$ cat config.mk
export PLATFORM = sky130hd
export DESIGN_NAME = sprite_sheet_frame_animator_core
export DESIGN_NICKNAME = d
export VERILOG_FILES = /design/src/sv/ssfa_pkg.sv /design/src/sv/sprite_sheet_frame_animator_core.sv /design/src/sv/ssfa_serial_mul.sv /design/src/sv/ssfa_serial_div.sv
export SDC_FILE = /design/constraint.sdc
export NUM_CORES = 1
export LEC_CHECK = 0
export BUFFER_PORTS_ARGS = -buffer_cell sky130_fd_sc_hd__buf_2
export CORE_MARGIN = 3
export CORE_UTILIZATION = 50
export DETAILED_ROUTE_END_ITERATION = 6
export GPL_ROUTABILITY_DRIVEN = 0
export PLACE_DENSITY = 0.67
export SLEW_MARGIN = 25
export SYNTH_ARGS = -nofsm -noshare
export SYNTH_HDL_FRONTEND = slang
export SYNTH_HIERARCHICAL = 1
export SYNTH_SLANG_ARGS = --single-unit
$ cat constraint.sdc
create_clock -name clk -period 16.07 [get_ports clk]
set_input_delay 3.214 -clock clk [delete_from_list [all_inputs] [get_ports clk]]
set_output_delay 3.214 -clock clk [all_outputs]
set_load 0.005 [all_outputs]
$ cat src/sv/ssfa_pkg.sv
`timescale 1ns / 1ps
// ---------------------------------------------------------------------------
// ssfa_pkg
// Shared types, widths, register codes and helpers of the sprite-sheet
// frame animator.
// ---------------------------------------------------------------------------
package ssfa_pkg;

	localparam int unsigned MAX_GRID_DEF    = 16;
	localparam int unsigned MAX_TEXTURE_DEF = 4096;

	// Configuration port
	localparam int unsigned CFG_INDEX_W = 3;
	localparam int unsigned CFG_DATA_W  = 32;

	// Register widths
	localparam int unsigned DIM_W    = 5;
	localparam int unsigned PERIOD_W = 24;
	localparam int unsigned SPEED_W  = 16;
	localparam int unsigned MODE_W   = 3;
	localparam int unsigned FIRST_W  = 8;
	localparam int unsigned LAST_W   = 9;
	localparam int unsigned TEX_REG_W = 32;

	// Register reset values
	localparam logic [DIM_W-1:0]     ROWS_RST   = 5'd1;
	localparam logic [DIM_W-1:0]     COLS_RST   = 5'd1;
	localparam logic [PERIOD_W-1:0]  PERIOD_RST = 24'd16667;
	localparam logic [SPEED_W-1:0]   SPEED_RST  = 16'd256;

	// Mode bits
	localparam int unsigned MODE_LOOP_BIT = 0;
	localparam int unsigned MODE_HIDE_BIT = 1;
	localparam int unsigned MODE_AUTO_BIT = 2;

	// Item fields
	localparam int unsigned ELAPSED_W   = 20;
	localparam int unsigned IN_TDATA_W  = 24;
	localparam int unsigned FRAME_W     = 8;
	localparam int unsigned COUNT_W     = 9;
	localparam int unsigned COORD_W     = 13;
	localparam int unsigned OUT_TDATA_W = 64;
	localparam int unsigned ACC_W       = 40;

	// Serial arithmetic units
	localparam int unsigned MUL_AW = 24;
	localparam int unsigned MUL_BW = 20;
	localparam int unsigned MUL_PW = MUL_AW + MUL_BW;
	localparam int unsigned DIV_DW = 33;
	localparam int unsigned DIV_VW = 24;

	typedef enum logic [CFG_INDEX_W-1:0] {
		REG_GRID_ROWS    = 3'd0,
		REG_GRID_COLUMNS = 3'd1,
		REG_FRAME_PERIOD = 3'd2,
		REG_PLAY_SPEED   = 3'd3,
		REG_MODE_FLAGS   = 3'd4,
		REG_FIRST_FRAME  = 3'd5,
		REG_LAST_FRAME   = 3'd6,
		REG_TEXTURE_SIZE = 3'd7
	} cfg_reg_t;

	typedef enum logic [3:0] {
		ST_IDLE,
		ST_PREP,
		ST_MUL_ACC,
		ST_DIV_N,
		ST_MOD,
		ST_KMUL,
		ST_RECT_GO,
		ST_DIV_FW,
		ST_DIV_FH,
		ST_DIV_ROW,
		ST_MUL_LEFT,
		ST_MUL_TOP,
		ST_DONE
	} state_t;

	// A grid dimension of zero counts as one; large values saturate.
	function automatic logic [DIM_W-1:0] eff_dim(input logic [DIM_W-1:0] v,
			input int unsigned max_g);
		logic [DIM_W-1:0] r;
		r = v;
		if (v == '0) begin
			r = DIM_W'(1);
		end else if (32'(v) > max_g) begin
			r = DIM_W'(max_g);
		end
		return r;
	endfunction

endpackage

$ cat src/sv/sprite_sheet_frame_animator_core.sv
`timescale 1ns / 1ps
// ---------------------------------------------------------------------------
// sprite_sheet_frame_animator_core
// Flipbook animator: advances a sprite-sheet frame from elapsed time and
// returns the source rectangle of the frame shown.
// ---------------------------------------------------------------------------
// Usage:
//   s_axis carries one item per tick: tuser is the operation (0 tick,
//   1 restart), tdata[19:0] the microseconds elapsed. Every item gives one
//   result item on m_axis with the frame index, the source rectangle and
//   the playing, hide and frame-changed flags.
//   The user must write registers through cfg_write/cfg_index/cfg_data
//   only while the block is idle, which the block does not enforce; a
//   write takes effect at the next clock edge. One item is worked on at
//   a time. Products and quotients of an item are formed by one serial
//   multiplier and one serial divider; the divider is used three times
//   for the rectangle and up to twice for the advance.
//   A finished result sits in an output register, so the next item is
//   accepted while the receiver stalls; the block then waits before
//   delivering the following result until that register is taken.
//   Reset restores the register defaults, stops playback at frame zero and
//   empties the output register.
// ---------------------------------------------------------------------------
module sprite_sheet_frame_animator_core #(
	parameter int unsigned MAX_GRID    = ssfa_pkg::MAX_GRID_DEF,
	parameter int unsigned MAX_TEXTURE = ssfa_pkg::MAX_TEXTURE_DEF
) (
	input  logic                             clk,
	input  logic                             arst_n,
	// configuration
	input  logic                             cfg_write,
	input  logic [ssfa_pkg::CFG_INDEX_W-1:0] cfg_index,
	input  logic [ssfa_pkg::CFG_DATA_W-1:0]  cfg_data,
	// input items
	input  logic                             s_axis_tvalid,
	output logic                             s_axis_tready,
	input  logic [ssfa_pkg::IN_TDATA_W-1:0]  s_axis_tdata,  // elapsed_us[19:0], zero pad
	input  logic                             s_axis_tuser,  // operation
	// result items
	output logic                             m_axis_tvalid,
	input  logic                             m_axis_tready,
	// frame_index[7:0], rect_left[20:8], rect_top[33:21], rect_right[46:34],
	// rect_bottom[59:47], is_playing[60], hide_request[61], frame_changed[62], pad
	output logic [ssfa_pkg::OUT_TDATA_W-1:0] m_axis_tdata
);
	import ssfa_pkg::*;

	localparam int unsigned TEX_W  = $clog2(MAX_TEXTURE + 1);
	localparam int unsigned GRID_W = 2 * DIM_W;

	// Configuration registers
	logic [DIM_W-1:0]     rows_q;
	logic [DIM_W-1:0]     cols_q;
	logic [PERIOD_W-1:0]  period_q;
	logic [SPEED_W-1:0]   speed_q;
	logic [MODE_W-1:0]    mode_q;
	logic [FIRST_W-1:0]   first_q;
	logic [LAST_W-1:0]    last_q;
	logic [TEX_REG_W-1:0] tex_q;

	// Play state
	state_t             state_q, state_d;
	logic               playing_q;
	logic [FRAME_W-1:0] fc_q;
	logic [ACC_W-1:0]   acc_q;
	logic               changed_q;
	logic               hide_q;

	// Item and working registers
	logic                 op_q;
	logic [ELAPSED_W-1:0] elapsed_q;
	logic [COORD_W-1:0]   fw_q;
	logic [COORD_W-1:0]   fh_q;
	logic [FRAME_W-1:0]   row_q;
	logic [COORD_W-1:0]   left_q;
	logic [COORD_W-1:0]   top_q;
	logic                 out_valid_q;
	logic [OUT_TDATA_W-1:0] out_data_q;

	// Arithmetic units
	logic              mul_start, mul_done;
	logic [MUL_AW-1:0] mul_a;
	logic [MUL_BW-1:0] mul_b;
	logic [MUL_PW-1:0] mul_prod;
	logic              div_start, div_done;
	logic [DIV_DW-1:0] div_dividend, div_quot;
	logic [DIV_VW-1:0] div_divisor, div_rem;

	ssfa_serial_mul u_mul (
		.clk    (clk),
		.arst_n (arst_n),
		.start  (mul_start),
		.a      (mul_a),
		.b      (mul_b),
		.done   (mul_done),
		.prod   (mul_prod)
	);

	ssfa_serial_div u_div (
		.clk      (clk),
		.arst_n   (arst_n),
		.start    (div_start),
		.dividend (div_dividend),
		.divisor  (div_divisor),
		.done     (div_done),
		.quot     (div_quot),
		.rem      (div_rem)
	);

	// Playable range from the registers
	logic [DIM_W-1:0]   rows_e, cols_e;
	logic [GRID_W-1:0]  grid_raw;
	logic [COUNT_W-1:0] grid, avail, m_frames, m_minus1;
	logic [FRAME_W-1:0] offset, fc_clamped, abs_frame;
	logic [TEX_W-1:0]   tex_w, tex_h;

	assign rows_e   = eff_dim(rows_q, MAX_GRID);
	assign cols_e   = eff_dim(cols_q, MAX_GRID);
	assign grid_raw = GRID_W'(rows_e) * GRID_W'(cols_e);
	assign grid     = (grid_raw > GRID_W'(256)) ? COUNT_W'(256) : grid_raw[COUNT_W-1:0];
	assign avail    = (last_q != '0 && last_q <= grid) ? last_q : grid;
	assign offset   = (first_q != '0 && {1'b0, first_q} < avail) ? first_q : '0;
	assign m_frames = avail - {1'b0, offset};
	assign m_minus1 = m_frames - COUNT_W'(1);
	assign fc_clamped = ({1'b0, fc_q} >= m_frames) ? m_minus1[FRAME_W-1:0] : fc_q;
	assign abs_frame  = offset + fc_q;

	assign tex_w = (32'(tex_q[15:0]) > MAX_TEXTURE) ? TEX_W'(MAX_TEXTURE)
		: TEX_W'(tex_q[15:0]);
	assign tex_h = (32'(tex_q[31:16]) > MAX_TEXTURE) ? TEX_W'(MAX_TEXTURE)
		: TEX_W'(tex_q[31:16]);

	// Advance arithmetic
	logic             frozen;
	logic [ACC_W-1:0] acc_sum;
	logic [31:0]      n_adv;
	logic [DIV_DW-1:0] fc_plus_n;
	logic             reach_end;
	logic [ACC_W-1:0] acc_rem;
	logic [COUNT_W-1:0] k_left;
	logic             out_free;

	assign frozen    = !playing_q || m_frames <= COUNT_W'(1) || period_q == '0 || speed_q == '0;
	assign acc_sum   = acc_q + ACC_W'(mul_prod);
	assign n_adv     = div_quot[31:0];
	assign fc_plus_n = {1'b0, n_adv} + DIV_DW'(fc_q);
	assign reach_end = fc_plus_n >= DIV_DW'(m_frames);
	assign acc_rem   = {8'd0, div_rem, acc_q[7:0]};
	assign k_left    = m_frames - COUNT_W'(fc_q);
	assign out_free  = !out_valid_q || m_axis_tready;

	assign s_axis_tready = (state_q == ST_IDLE);

	// Configuration writes
	always_ff @(posedge clk or negedge arst_n) begin
		if (!arst_n) begin
			rows_q   <= ROWS_RST;
			cols_q   <= COLS_RST;
			period_q <= PERIOD_RST;
			speed_q  <= SPEED_RST;
			mode_q   <= '0;
			first_q  <= '0;
			last_q   <= '0;
			tex_q    <= '0;
		end else if (cfg_write) begin
			case (cfg_reg_t'(cfg_index))
				REG_GRID_ROWS:    rows_q   <= cfg_data[DIM_W-1:0];
				REG_GRID_COLUMNS: cols_q   <= cfg_data[DIM_W-1:0];
				REG_FRAME_PERIOD: period_q <= cfg_data[PERIOD_W-1:0];
				REG_PLAY_SPEED:   speed_q  <= cfg_data[SPEED_W-1:0];
				REG_MODE_FLAGS:   mode_q   <= cfg_data[MODE_W-1:0];
				REG_FIRST_FRAME:  first_q  <= cfg_data[FIRST_W-1:0];
				REG_LAST_FRAME:   last_q   <= cfg_data[LAST_W-1:0];
				REG_TEXTURE_SIZE: tex_q    <= cfg_data[TEX_REG_W-1:0];
				default: ;
			endcase
		end
	end

	always_ff @(posedge clk or negedge arst_n) begin
		if (!arst_n) begin
			state_q <= ST_IDLE;
		end else begin
			state_q <= state_d;
		end
	end

	// Sequencer: next state and arithmetic unit commands
	always_comb begin
		state_d      = state_q;
		mul_start    = 1'b0;
		mul_a        = '0;
		mul_b        = '0;
		div_start    = 1'b0;
		div_dividend = '0;
		div_divisor  = '0;
		case (state_q)
			ST_IDLE: begin
				if (s_axis_tvalid) begin
					state_d = ST_PREP;
				end
			end
			ST_PREP: begin
				if (op_q || frozen) begin
					state_d = ST_RECT_GO;
				end else begin
					mul_start = 1'b1;
					mul_a     = MUL_AW'(speed_q);
					mul_b     = MUL_BW'(elapsed_q);
					state_d   = ST_MUL_ACC;
				end
			end
			ST_MUL_ACC: begin
				if (mul_done) begin
					// Accumulator is in 1/256 us; dropping the low byte lets the
					// divisor be the period in whole microseconds.
					div_start    = 1'b1;
					div_dividend = {1'b0, acc_sum[ACC_W-1:8]};
					div_divisor  = DIV_VW'(period_q);
					state_d      = ST_DIV_N;
				end
			end
			ST_DIV_N: begin
				if (div_done) begin
					if (n_adv == '0) begin
						state_d = ST_RECT_GO;
					end else if (mode_q[MODE_LOOP_BIT]) begin
						div_start    = 1'b1;
						div_dividend = fc_plus_n;
						div_divisor  = DIV_VW'(m_frames);
						state_d      = ST_MOD;
					end else if (reach_end) begin
						mul_start = 1'b1;
						mul_a     = MUL_AW'(period_q);
						mul_b     = MUL_BW'(k_left);
						state_d   = ST_KMUL;
					end else begin
						state_d = ST_RECT_GO;
					end
				end
			end
			ST_MOD: begin
				if (div_done) begin
					state_d = ST_RECT_GO;
				end
			end
			ST_KMUL: begin
				if (mul_done) begin
					state_d = ST_RECT_GO;
				end
			end
			ST_RECT_GO: begin
				div_start    = 1'b1;
				div_dividend = DIV_DW'(tex_w);
				div_divisor  = DIV_VW'(cols_e);
				state_d      = ST_DIV_FW;
			end
			ST_DIV_FW: begin
				if (div_done) begin
					div_start    = 1'b1;
					div_dividend = DIV_DW'(tex_h);
					div_divisor  = DIV_VW'(rows_e);
					state_d      = ST_DIV_FH;
				end
			end
			ST_DIV_FH: begin
				if (div_done) begin
					div_start    = 1'b1;
					div_dividend = DIV_DW'(abs_frame);
					div_divisor  = DIV_VW'(cols_e);
					state_d      = ST_DIV_ROW;
				end
			end
			ST_DIV_ROW: begin
				if (div_done) begin
					mul_start = 1'b1;
					mul_a     = MUL_AW'(fw_q);
					mul_b     = MUL_BW'(div_rem[DIM_W-1:0]);
					state_d   = ST_MUL_LEFT;
				end
			end
			ST_MUL_LEFT: begin
				if (mul_done) begin
					mul_start = 1'b1;
					mul_a     = MUL_AW'(fh_q);
					mul_b     = MUL_BW'(row_q);
					state_d   = ST_MUL_TOP;
				end
			end
			ST_MUL_TOP: begin
				if (mul_done) begin
					state_d = ST_DONE;
				end
			end
			ST_DONE: begin
				if (out_free) begin
					state_d = ST_IDLE;
				end
			end
			default: begin
				state_d = ST_IDLE;
			end
		endcase
	end

	// Play state
	always_ff @(posedge clk or negedge arst_n) begin
		if (!arst_n) begin
			playing_q <= 1'b0;
			fc_q      <= '0;
			acc_q     <= '0;
			changed_q <= 1'b0;
			hide_q    <= 1'b0;
		end else begin
			case (state_q)
				ST_PREP: begin
					changed_q <= 1'b0;
					hide_q    <= 1'b0;
					if (op_q) begin
						playing_q <= mode_q[MODE_AUTO_BIT];
						fc_q      <= '0;
						acc_q     <= '0;
					end else begin
						fc_q <= fc_clamped;
					end
				end
				ST_MUL_ACC: begin
					if (mul_done) begin
						acc_q <= acc_sum;
					end
				end
				ST_DIV_N: begin
					if (div_done && n_adv != '0) begin
						changed_q <= 1'b1;
						if (mode_q[MODE_LOOP_BIT]) begin
							acc_q <= acc_rem;
						end else if (reach_end) begin
							// Stop on the last frame; only the periods used are spent.
							fc_q      <= m_minus1[FRAME_W-1:0];
							playing_q <= 1'b0;
							hide_q    <= mode_q[MODE_HIDE_BIT];
						end else begin
							fc_q  <= fc_plus_n[FRAME_W-1:0];
							acc_q <= acc_rem;
						end
					end
				end
				ST_MOD: begin
					if (div_done) begin
						fc_q <= div_rem[FRAME_W-1:0];
					end
				end
				ST_KMUL: begin
					if (mul_done) begin
						acc_q <= acc_q - {mul_prod[31:0], 8'd0};
					end
				end
				default: ;
			endcase
		end
	end

	// Item capture and rectangle working registers
	always_ff @(posedge clk) begin
		if (state_q == ST_IDLE && s_axis_tvalid) begin
			op_q      <= s_axis_tuser;
			elapsed_q <= s_axis_tdata[ELAPSED_W-1:0];
		end
		if (state_q == ST_DIV_FW && div_done) begin
			fw_q <= div_quot[COORD_W-1:0];
		end
		if (state_q == ST_DIV_FH && div_done) begin
			fh_q <= div_quot[COORD_W-1:0];
		end
		if (state_q == ST_DIV_ROW && div_done) begin
			row_q <= div_quot[FRAME_W-1:0];
		end
		if (state_q == ST_MUL_LEFT && mul_done) begin
			left_q <= mul_prod[COORD_W-1:0];
		end
		if (state_q == ST_MUL_TOP && mul_done) begin
			top_q <= mul_prod[COORD_W-1:0];
		end
		if (state_q == ST_DONE && out_free) begin
			out_data_q <= {1'b0, changed_q, hide_q, playing_q,
				COORD_W'(top_q + fh_q), COORD_W'(left_q + fw_q),
				top_q, left_q, abs_frame};
		end
	end

	// Output register
	always_ff @(posedge clk or negedge arst_n) begin
		if (!arst_n) begin
			out_valid_q <= 1'b0;
		end else if (state_q == ST_DONE && out_free) begin
			out_valid_q <= 1'b1;
		end else if (m_axis_tready) begin
			out_valid_q <= 1'b0;
		end
	end

	assign m_axis_tvalid = out_valid_q;
	assign m_axis_tdata  = out_data_q;

endmodule

$ cat src/sv/ssfa_serial_mul.sv
`timescale 1ns / 1ps
// ---------------------------------------------------------------------------
// ssfa_serial_mul
// Shift-and-add multiplier, one multiplier bit per cycle, MSB first.
// ---------------------------------------------------------------------------
module ssfa_serial_mul (
	input  logic                        clk,
	input  logic                        arst_n,
	input  logic                        start,
	input  logic [ssfa_pkg::MUL_AW-1:0] a,
	input  logic [ssfa_pkg::MUL_BW-1:0] b,
	output logic                        done,
	output logic [ssfa_pkg::MUL_PW-1:0] prod
);
	import ssfa_pkg::*;

	localparam int unsigned CNT_W = $clog2(MUL_BW);

	logic [MUL_AW-1:0] a_q;
	logic [MUL_BW-1:0] b_q;
	logic [MUL_PW-1:0] prod_q;
	logic [CNT_W-1:0]  cnt_q;
	logic              busy_q;
	logic              done_q;

	always_ff @(posedge clk or negedge arst_n) begin
		if (!arst_n) begin
			busy_q <= 1'b0;
			done_q <= 1'b0;
			cnt_q  <= '0;
		end else begin
			done_q <= 1'b0;
			if (start) begin
				busy_q <= 1'b1;
				cnt_q  <= '0;
			end else if (busy_q) begin
				cnt_q <= cnt_q + CNT_W'(1);
				if (cnt_q == CNT_W'(MUL_BW - 1)) begin
					busy_q <= 1'b0;
					done_q <= 1'b1;
				end
			end
		end
	end

	always_ff @(posedge clk) begin
		if (start) begin
			a_q    <= a;
			b_q    <= b;
			prod_q <= '0;
		end else if (busy_q) begin
			prod_q <= {prod_q[MUL_PW-2:0], 1'b0} + (b_q[MUL_BW-1] ? MUL_PW'(a_q) : '0);
			b_q    <= {b_q[MUL_BW-2:0], 1'b0};
		end
	end

	assign done = done_q;
	assign prod = prod_q;

endmodule

$ cat src/sv/ssfa_serial_div.sv
`timescale 1ns / 1ps
// ---------------------------------------------------------------------------
// ssfa_serial_div
// Restoring divider, one quotient bit per cycle, giving quotient and
// remainder.
// ---------------------------------------------------------------------------
module ssfa_serial_div (
	input  logic                        clk,
	input  logic                        arst_n,
	input  logic                        start,
	input  logic [ssfa_pkg::DIV_DW-1:0] dividend,
	input  logic [ssfa_pkg::DIV_VW-1:0] divisor,
	output logic                        done,
	output logic [ssfa_pkg::DIV_DW-1:0] quot,
	output logic [ssfa_pkg::DIV_VW-1:0] rem
);
	import ssfa_pkg::*;

	localparam int unsigned CNT_W = $clog2(DIV_DW);

	logic [DIV_DW-1:0] quo_q;
	logic [DIV_VW-1:0] rem_q;
	logic [DIV_VW-1:0] dvs_q;
	logic [CNT_W-1:0]  cnt_q;
	logic              busy_q;
	logic              done_q;

	logic [DIV_VW:0]   rem_sh;
	logic [DIV_VW:0]   diff;
	logic              ge;

	assign rem_sh = {rem_q, quo_q[DIV_DW-1]};
	assign diff   = rem_sh - {1'b0, dvs_q};
	assign ge     = rem_sh >= {1'b0, dvs_q};

	always_ff @(posedge clk or negedge arst_n) begin
		if (!arst_n) begin
			busy_q <= 1'b0;
			done_q <= 1'b0;
			cnt_q  <= '0;
		end else begin
			done_q <= 1'b0;
			if (start) begin
				busy_q <= 1'b1;
				cnt_q  <= '0;
			end else if (busy_q) begin
				cnt_q <= cnt_q + CNT_W'(1);
				if (cnt_q == CNT_W'(DIV_DW - 1)) begin
					busy_q <= 1'b0;
					done_q <= 1'b1;
				end
			end
		end
	end

	// The partial remainder stays below the divisor, so it fits DIV_VW bits.
	always_ff @(posedge clk) begin
		if (start) begin
			quo_q <= dividend;
			rem_q <= '0;
			dvs_q <= divisor;
		end else if (busy_q) begin
			rem_q <= ge ? diff[DIV_VW-1:0] : rem_sh[DIV_VW-1:0];
			quo_q <= {quo_q[DIV_DW-2:0], ge};
		end
	end

	assign done = done_q;
	assign quot = quo_q;
	assign rem  = rem_q;

endmodule
==> summary.md <==
| Metric | Value |
|---|---|
| Initial antenna violation count | 3 |
| CP endpoint kind | flip-flop |
| Post-CTS sizing | 0 |
| Syn avg cell area | 10.01 um2 |
| Largest net degree at the start of global routing | 70 |
| Switch Pwr | 3.430 mW |
| Hold-fix buffers, CTS | 0 |
| Pwr Density | 215.2 nW/um2 |
| Avg WL per Cell | 23.29 um |
| Mapped Cells | 3,131 |
| Area growth, synth to finish | 10.20% |
| Total Routing Usage GR | 0.2834 |
| Worst-Skew Late Latency | 0.65 ns |
| Static leakage | 14.39 nW |
| Root buf cell | clkbuf_16 |
| Final Skew | 0.06473 ns |
| PnR worst setup slack | 1.085 ns |
| Slew Viols, Final | 0 |
| Gr ovfl total | 0 |
| Worst setup SP type | flip-flop |
| Share of cells above drive strength 1 | 0.1449 |
| Period utilisation layout | 0.9325 |
| Via Count | 25,770 |
| Filler cell count | 5,376 |
| Final hold slack | 0.4562 ns |
| Final setup viols | 0 |
| Seq pwr share | 0.276 |
| Clk pwr share | 0.171 |
| Tmin final | 14.98 ns |
| Dpl hpwl | 71,280 um |
| Hold Path Class | flip-flop to flip-flop |
| Setup TNS Final | 0 ns |
| Crit-path most repeated cell | ha_1 |
| Net Sw Frac | 0.4616 |
| Setup WS pre-CTS | 1.651 ns |
| CTS Buf Count | 55 |
| Syn_nets | 3,433 |
| Chip height | 256.3 um |
| Core Box Area | 61,830 um2 |
| I/O pin count | 131 |
| Detailed-router iteration count before antenna repair | 7 |
| CTS tree | done |
| Max VDD drop | 209.5 uV |
| Final Instance Area | 34,530 um2 |
| Clk slew on worst S/H paths | 0.06 ns |
| Row count | 91 |
| Worst slew margin | 0.2659 |
| Critical path arrival | 15.52 ns |
| Post-route ant nets | 0 |
| Die Span X | 256.3 um |
| Worst-Margin Slew | 1.099 ns |
| Clock Sink Count | 482 |
| CP max stage delay | 1.02 ns |
| DP Area | 32,670 um2 |
| MaxCap Viol Count | 0 |
| RSZ-0062 raised after global routing | false |
| Power Internal | 4.000 mW |
| Worst-case clock buffer depth | 3 |
| Tot Pwr | 7.431 mW |
| Post-CTS Setup Repair Bufs | 0 |
| IO Port Bufs | 125 |
| Nets | 3,512 |
| First-pass GRT wire length | 147,100 um |
| Maximum fanout along the worst path | 34 |
| Htree depth | 2 |
| Status | finished with violations |
| Util after Layout | 0.5585 |
| Synthesized area | 31,330 um2 |
| Detailed Route WL | 95,390 um |
| Non-Filler Instances | 4,096 |
| Power share of the combinational group | 0.553 |
| Vias per cell | 6.290 |
| Initial DRC Count | 2,988 |
| Failing checks | design-rule violations |
| DRC | 2 |
| CP Data Required Time | 16.61 ns |
| Initial Utilization | 0.5068 |
| Placed cells | 3,990 |
| Max stage delay cell, worst path | or4_2 |
| Final Hold Fails | 0 |
| Yosys warnings | 6 |
| Setup CP Type | flip-flop to flip-flop |
| Vias in the first global route | 25,220 |
| Fmax | 66.73 MHz |
| Die area | 65,700 um2 |
-- path summary, 6_finish.rpt --
path / start / end / slack (ns) / cells after the start
max: rows_q[2] / u_mul/prod[28] / 1.09 / 50
min: top_q[3] / m_axis_tdata[24] / 0.46 / 0
max reg2reg: rows_q[2] / u_mul/prod[28] / 1.09 / 50
min reg2reg: top_q[3] / m_axis_tdata[24] / 0.46 / 0
max in group asynchronous: arst_n / last_q[1] / 12.10 / 2
min in group asynchronous: arst_n / tex_q[23] / 2.58 / 1
-- cell type report --
type | count | area [um2] | area share
flip-flops and latches | 482 | 12980 | 0.3759
well taps | 837 | 1047 | 0.03033
diodes | 2 | 5.005 | 0.0001450
multi-input cells | 2338 | 17140 | 0.4964
repair buffers | 152 | 834.6 | 0.02417
clock buffers | 85 | 1615 | 0.04678
inverters | 181 | 679.4 | 0.01968
clock inverters | 19 | 226.5 | 0.006559
-- routing by layer --
| layer | share of wire | wire [um] | global-route usage |
|---|---|---|---|
| met2 | 0.45 | 43170 | 0.4456 |
| met5 | 0 | 0 | 0 |
| met3 | 0.079 | 7495 | 0.04938 |
| met1 | 0.41 | 39590 | 0.3769 |
| met4 | 0.054 | 5137 | 0.1452 |
-- cell usage in the layout, fill, tap and decap left out, types with 20 or more instances in the layout --
cell and instances:
ha_1 218, nor4_1 38, mux2_2 165, clkbuf_16 57, xor2_1 81, o21ai_0 176
nor3_1 45, o22ai_1 31, nand3_1 68, buf_4 27, a21o_1 65, a222oi_1 36
and3_1 56, nor2b_1 40, nand2b_1 31, inv_1 179, nand4_1 43, dfrtp_1 164
a22o_1 20, dfxtp_1 64, a211oi_1 36, o21a_1 28, o21bai_1 22, a31oi_1 20
a21oi_1 168, nand2_1 239, and2_1 63, buf_2 124, mux2i_1 34, edfxtp_1 245
xnor2_1 110, nor2_1 200
-- worst max-delay path, delay by kind of cell, from the launching register on --
family / cells / cell delay [ns]
buffers and inverters: 3 / 0.39
AND/OR/NAND/NOR: 21 / 6.37
XOR/XNOR: 1 / 0.38
AO/OA/AOI/OAI: 16 / 3.65
adder cells (fa/ha/maj): 9 / 3.60
flip-flops: 1 / 0.40
-- power groups by stage --
stage	Sequential (mW)	Clock, mW	Combinational [mW]
2_1_floorplan	1.80	0	3.10
3_3_place_gp	2.05	0	3.85
3_5_place_dp	2.06	0	3.98
4_1_cts	2.04	1.29	4.01
5_1_grt	2.08	1.34	4.49
6_report	2.05	1.27	4.11
-- registers in the layout, summed over array words and instances (netlist names), 6 cells and up --
| signal | count |
|---|---|
| m_axis_tdata | 63 |
| acc_q | 40 |
| u_mul/prod | 40 |
| u_div/quot | 33 |
| tex_q | 32 |
| period_q | 24 |
| u_div/dvs_q | 24 |
| u_div/rem | 24 |
| u_mul/a_q | 24 |
| elapsed_q | 20 |
| u_mul/b_q | 20 |
| speed_q | 16 |
| fh_q | 13 |
| fw_q | 13 |
| left_q | 13 |
| top_q | 13 |
| last_q | 9 |
| fc_q | 8 |
| first_q | 8 |
| row_q | 8 |
| u_div/cnt_q | 6 |
(Power assumes the default switching activity.)
